===== config.mk =====
export PLATFORM = sky130hd
export DESIGN_NAME = tale_ctrl
export DESIGN_NICKNAME = d
export VERILOG_FILES = /design/src/rtl/tale_pkg.sv /design/src/rtl/tale_ctrl.sv
export SDC_FILE = /design/constraint.sdc
export NUM_CORES = 1
export LEC_CHECK = 0
export BUFFER_PORTS_ARGS = -buffer_cell sky130_fd_sc_hd__buf_4
export CAP_MARGIN = 20
export CORE_AREA = 2 2 39 41
export DETAILED_ROUTE_END_ITERATION = 12
export DIE_AREA = 0 0 41 43
export SYNTH_ARGS = -nofsm -noshare
export SYNTH_HDL_FRONTEND = slang
export SYNTH_SLANG_ARGS = --single-unit
export TNS_END_PERCENT = 50

===== constraint.sdc =====
create_clock -name clk -period 2.4 [get_ports clk]
set_clock_uncertainty 0.2 [all_clocks]
set_input_delay 0.36 -clock clk [delete_from_list [all_inputs] [get_ports clk]]
set_output_delay 0.36 -clock clk [all_outputs]
set_load 0.02 [all_outputs]

===== src/rtl/tale_pkg.sv =====
package tale_pkg;

  localparam int TALE_CAPACITY = 1024;
  localparam int TALE_DATA_W   = 64;
  localparam int TALE_INDEX_W  = 10;
  localparam int TALE_COUNT_W  = 11;
  localparam int TALE_TDATA_W  = 80;

  // command codes
  localparam logic [1:0] CMD_SET    = 2'd0;
  localparam logic [1:0] CMD_GET    = 2'd1;
  localparam logic [1:0] CMD_PUSH   = 2'd2;
  localparam logic [1:0] CMD_REMOVE = 2'd3;

  // status codes
  localparam logic [1:0] ST_OK    = 2'd0;
  localparam logic [1:0] ST_RANGE = 2'd1;
  localparam logic [1:0] ST_FULL  = 2'd2;

  // element type after reset: 32-bit signed
  localparam logic [2:0] TYPE_INT = 3'd4;

  // width class, taken from the upper two bits of the element type
  localparam logic [1:0] WCLS_8  = 2'd0;
  localparam logic [1:0] WCLS_16 = 2'd1;
  localparam logic [1:0] WCLS_32 = 2'd2;
  localparam logic [1:0] WCLS_64 = 2'd3;

  typedef struct packed {
    logic load_in;
    logic set_status;
    logic wr_set;
    logic wr_push;
    logic rd_get;
    logic rd_first;
    logic shift_step;
    logic rd_next;
    logic capture_rd;
    logic dec_count;
    logic load_out;
  } tale_cmd_t;

  typedef struct packed {
    logic [1:0] op;
    logic       idx_ok;
    logic       full;
    logic       more_first;
    logic       more_next;
    logic       out_free;
  } tale_stat_t;

  function automatic logic [TALE_DATA_W-1:0] tale_cut(input logic [TALE_DATA_W-1:0] v,
                                                      input logic [2:0] t);
    logic [TALE_DATA_W-1:0] res;
    case (t[2:1])
      WCLS_8:  res = {56'd0, v[7:0]};
      WCLS_16: res = {48'd0, v[15:0]};
      WCLS_32: res = {32'd0, v[31:0]};
      default: res = v;
    endcase
    return res;
  endfunction

  function automatic logic [TALE_DATA_W-1:0] tale_extend(input logic [TALE_DATA_W-1:0] v,
                                                         input logic [2:0] t);
    logic                   sg;
    logic [TALE_DATA_W-1:0] res;
    sg = ~t[0];
    case (t[2:1])
      WCLS_8:  res = {{56{sg & v[7]}}, v[7:0]};
      WCLS_16: res = {{48{sg & v[15]}}, v[15:0]};
      WCLS_32: res = {{32{sg & v[31]}}, v[31:0]};
      default: res = v;
    endcase
    return res;
  endfunction

endpackage


===== src/rtl/tale_ctrl.sv =====
module tale_ctrl
  import tale_pkg::*;
(
  input  logic       clk,
  input  logic       rst_n,
  input  logic       in_valid,
  output logic       in_ready,
  input  tale_stat_t stat,
  output tale_cmd_t  cmd
);

  localparam logic [2:0] S_IDLE  = 3'd0;
  localparam logic [2:0] S_EXEC  = 3'd1;
  localparam logic [2:0] S_GETW  = 3'd2;
  localparam logic [2:0] S_SHIFT = 3'd3;
  localparam logic [2:0] S_DONE  = 3'd4;

  logic [2:0] state_r;
  logic [2:0] state_nxt;

  always_ff @(posedge clk) begin
    if (!rst_n) begin
      state_r <= S_IDLE;
    end else begin
      state_r <= state_nxt;
    end
  end

  assign in_ready = (state_r == S_IDLE);

  always_comb begin
    state_nxt = state_r;
    cmd       = '0;
    case (state_r)
      S_IDLE: begin
        if (in_valid) begin
          cmd.load_in = 1'b1;
          state_nxt   = S_EXEC;
        end
      end
      S_EXEC: begin
        cmd.set_status = 1'b1;
        state_nxt      = S_DONE;
        if (stat.op == CMD_PUSH) begin
          cmd.wr_push = !stat.full;
        end else if (stat.idx_ok) begin
          case (stat.op)
            CMD_SET: begin
              cmd.wr_set = 1'b1;
            end
            CMD_GET: begin
              cmd.rd_get = 1'b1;
              state_nxt  = S_GETW;
            end
            default: begin
              // remove: compact the tail, or just drop the last entry
              if (stat.more_first) begin
                cmd.rd_first = 1'b1;
                state_nxt    = S_SHIFT;
              end else begin
                cmd.dec_count = 1'b1;
              end
            end
          endcase
        end
      end
      S_GETW: begin
        cmd.capture_rd = 1'b1;
        state_nxt      = S_DONE;
      end
      S_SHIFT: begin
        cmd.shift_step = 1'b1;
        if (stat.more_next) begin
          cmd.rd_next = 1'b1;
        end else begin
          cmd.dec_count = 1'b1;
          state_nxt     = S_DONE;
        end
      end
      S_DONE: begin
        // hold the result until the output register frees up
        if (stat.out_free) begin
          cmd.load_out = 1'b1;
          state_nxt    = S_IDLE;
        end
      end
      default: begin
        state_nxt = S_IDLE;
      end
    endcase
  end

endmodule


# Yosys cells after proc, flatten, opt, wreduce, memory -nomap -nowiden
# Index checks and enable logic that the tools add are counted.
# totals
mem_bits_rw	0
latchBits	0
mem_count	0
elab_cells	46
ff_bits	3
rom_bits	0
# classes
multipliers	0
magnitude_cmp	0
reduce_logical	5
div_mod_pow	0
eq_ne	9
mux	31
bitwise	0
add_sub_neg	0
n_shift	0
# op_table
operator	n
$mux 1	18
$mux 3	6
$pmux 3 s5	1
$eq 3x2->1 const B	2
$mux 2	3
$ne 2x2->1 const B	3
$pmux 3 s2	1
$mux 5	1
$eq 3x1->1 const B	1
$eq 3x3->1 const B	1
$logic_not 3->1	1
$reduce_and 3->1	1
$eq 2x1->1 const B	1
$eq 2x2->1 const B	1
$logic_not 2->1	1
$pmux 1 s2	1
$reduce_or 2->1	1
$logic_not 1->1	1

# Longest topological paths before layout
# depth
ltp_word	6
depth_mapped	5

# Worst setup path after synthesis
# OpenSTA, ideal clock, no wires.
# synth_path
path_kind	register to output
startpoint	register state_r[1]
endpoint	output cmd[10] (netlist name)
path_stages_with_launch	4
slack_ns	0.539
required_ns	1.840
arrival_time_ns	1.301
path_cell_list	dfxtp_1 buf_2 nor3_1 and2_1
# synth_rtl
item	line	text
start: declaration	tale_ctrl.sv:18	logic [2:0] state_r;
start signal: assignment	tale_ctrl.sv:25	state_r <= state_nxt;
end: declaration	tale_ctrl.sv:9	output tale_cmd_t cmd

==> impl_metrics.json <==
{
  "status": "finished, final reports clean",
  "fp.dieH_um": 43,
  "wl_per_cell_um": 10.30,
  "ir_worst_vdd_uv": 201.3,
  "h-tree-depth": 1,
  "vias": 377,
  "critPathKind": "flip-flop to output port",
  "syn_area_per_cell_um2": 7.385,
  "insertion_delay_ns": 0.23,
  "top_register": "state_r",
  "drtIter0Drc": 9,
  "yosys.area.top_type": "dfxtp_1",
  "syn_inst": 41,
  "die_area_mm2": 0.001763,
  "slew_headroom_pct": 77.60,
  "ys_types": 26,
  "cts_root_buffer": "clkbuf_4",
  "leakage_uw": 0.0002422,
  "stdcell_count": 81,
  "globalplace.congestion": 0.6892,
  "grt_max_degree": 12,
  "power_density_mw_per_mm2": 484.1,
  "ant_nets": 0,
  "critPathMaxFanout": 8,
  "end_kind": "output port",
  "rows": 14,
  "rsz0062_at_grt": "no",
  "area_growth_pct": 65.70,
  "via_per_inst": 4.654,
  "crit_family": "simple AND/OR/NAND/NOR gates",
  "synth-seq-area-share_pct": 19.83,
  "post-dp-hpwl_um": 662,
  "ys_top_cells_by_area": "dfxtp_1, and3_1, o32ai_2",
  "final_cell_mix": "buf_4, nand2_1, and3_1",
  "clkSinkCount": 3,
  "clk_pin_slew_ns": 0.04,
  "holdCritPathClass": "input pin to flip-flop",
  "yosysWarnings": 0,
  "max_clock_freq_mhz": 483.6,
  "yosys_register_bits": 3,
  "layout_commonest_cell": "buf_4",
  "dieWidth_um": 41,
  "antenna_found_initial": 0,
  "start_util_pct": 21.88,
  "path_cells": "and2b_4, nand2b_4, inv_4, nand2_2, o32ai_2, buf_4",
  "place_inst": 77,
  "arrival_ns": 1.51,
  "tightest_slew_ns": 0.3355,
  "drcViolationCount": 0,
  "wirelength_um": 834,
  "drive_above_1_share_pct": 46.15,
  "place_ws_ns": 0.5775,
  "cts-buffers-inserted": 3,
  "fillCellCount": 155,
  "post-route-min-period_ns": 2.068,
  "syn_area_um2": 302.8,
  "place.port_buffers": 21,
  "cap_viol_max_count": 0,
  "setup_violations": 0,
  "hold_violations": 0,
  "cts_resized": 0,
  "place_area_um2": 475.5,
  "finish.utilization_pct": 36.26,
  "grt_first_pass_wirelength_mm": 1.407,
  "nets": 76,
  "dr.pass1.iters": 4,
  "cpPeakStageDelay_ns": 0.35,
  "fin_setup_tns_ns": 0,
  "gr-total-overflow": 0,
  "slew_violations": 0,
  "core_area_mm2": 0.001384,
  "crit_buf_inv": 2,
  "diodes": 0,
  "num_io_pins": 22,
  "cts_setup_buffers": 0,
  "final_area_um2": 501.7,
  "syn-num-nets": 51,
  "grt_pass1_vias": 336,
  "ctsLongestPathBuffers": 2,
  "holdBufCountCts": 0,
  "post-route-period-util_pct": 86.15,
  "cts_tree": "yes",
  "largest_reg_flops": 3,
  "fin_ws_ns": 0.3324,
  "cp_slowest_cell": "dfxtp_1",
  "grtUsageTotal_pct": 11.84,
  "synth_top_area_share_pct": 19.83,
  "reg.largest.list": "state_r: 3 flops",
  "worstPathRequired_ns": 1.84,
  "critPathLaunchType": "flip-flop"
}
## worst min-delay path: cells and delay by family
| kind | cells | cell delay (ns) |
|---|---|---|
| buffers and inverters | 2 | 0.17 |
| AOI/OAI and AO/OA | 1 | 0.03 |
## cells in the mapped netlist, drive strengths merged
cell type / count
a21oi: 2
a311oi: 1
a31oi: 1
and2: 1
and2b: 1
and3: 4
buf: 1
dfxtp: 3
inv: 3
nand2: 5
nand2b: 2
nand3: 1
nand4b: 1
nor2: 3
nor2b: 1
nor3: 3
nor3b: 1
nor4b: 1
o21ai: 1
o21bai: 1
o22ai: 1
o32ai: 1
or3: 2
## stage by stage
| stage | hold WS [ns] | power (µW) |
|---|---|---|
| after CTS | 0.1641 | 248.5 |
| after floorplan | 0.2722 | 115.9 |
| final | 0.1689 | 242.9 |
| after global routing | 0.1634 | 262.4 |
| after global placement | 0.3825 | 155.4 |
| after detailed placement | 0.3799 | 155.6 |
## power by group
part	internal (µW)	switching [µW]	leakage [µW]
Clock	62.3	26.3	0.0000150
Combinational	45.2	46.8	0.000203
Sequential	54.7	7.56	0.0000246
## worst paths after layout
| kind | start | end | slack, ns | cells past startpoint |
|---|---|---|---|---|
| worst max-delay path | state_r[2]$_SDFFE_PN0P_ | cmd[1] | 0.33 | 6 |
| worst min register to register | state_r[2]$_SDFFE_PN0P_ | state_r[2]$_SDFFE_PN0P_ | 0.38 | 2 |
| worst min-delay path | rst_n | state_r[2]$_SDFFE_PN0P_ | 0.17 | 3 |
| worst max register to register | state_r[2]$_SDFFE_PN0P_ | state_r[0]$_SDFFE_PN0P_ | 1.03 | 5 |
## kinds of logic (layout without fill, tap and decap cells)
kind of cell           count (synthesis)  in the layout  synth area share [%]
AND/OR/NAND/NOR                       26             26                 54.13
AO/OA/AOI/OAI                          8              8                 19.84
buffers and inverters                  4             28                 6.199
flip-flops                             3              3                 19.84
## cell type report
class | count | area, µm² | area share (%)
clock buffers | 4 | 26.28 | 5.237
inverters | 3 | 13.76 | 2.743
multi-input cells | 34 | 224.0 | 44.64
flip-flops and latches | 3 | 60.06 | 11.97
well taps | 16 | 20.02 | 3.990
repair buffers | 21 | 157.7 | 31.42
## metal layers
layer	wire [µm]	up-vias	GRT usage [%]	share of wire, %
li1	-	195	-	-
met1	382	174	16.67	46
met2	422	8	15.94	51
met3	29	0	4.712	3.5
met4	0	0	4.000	0
met5	0	-	0	0
Power figures use the tool's default switching activity.
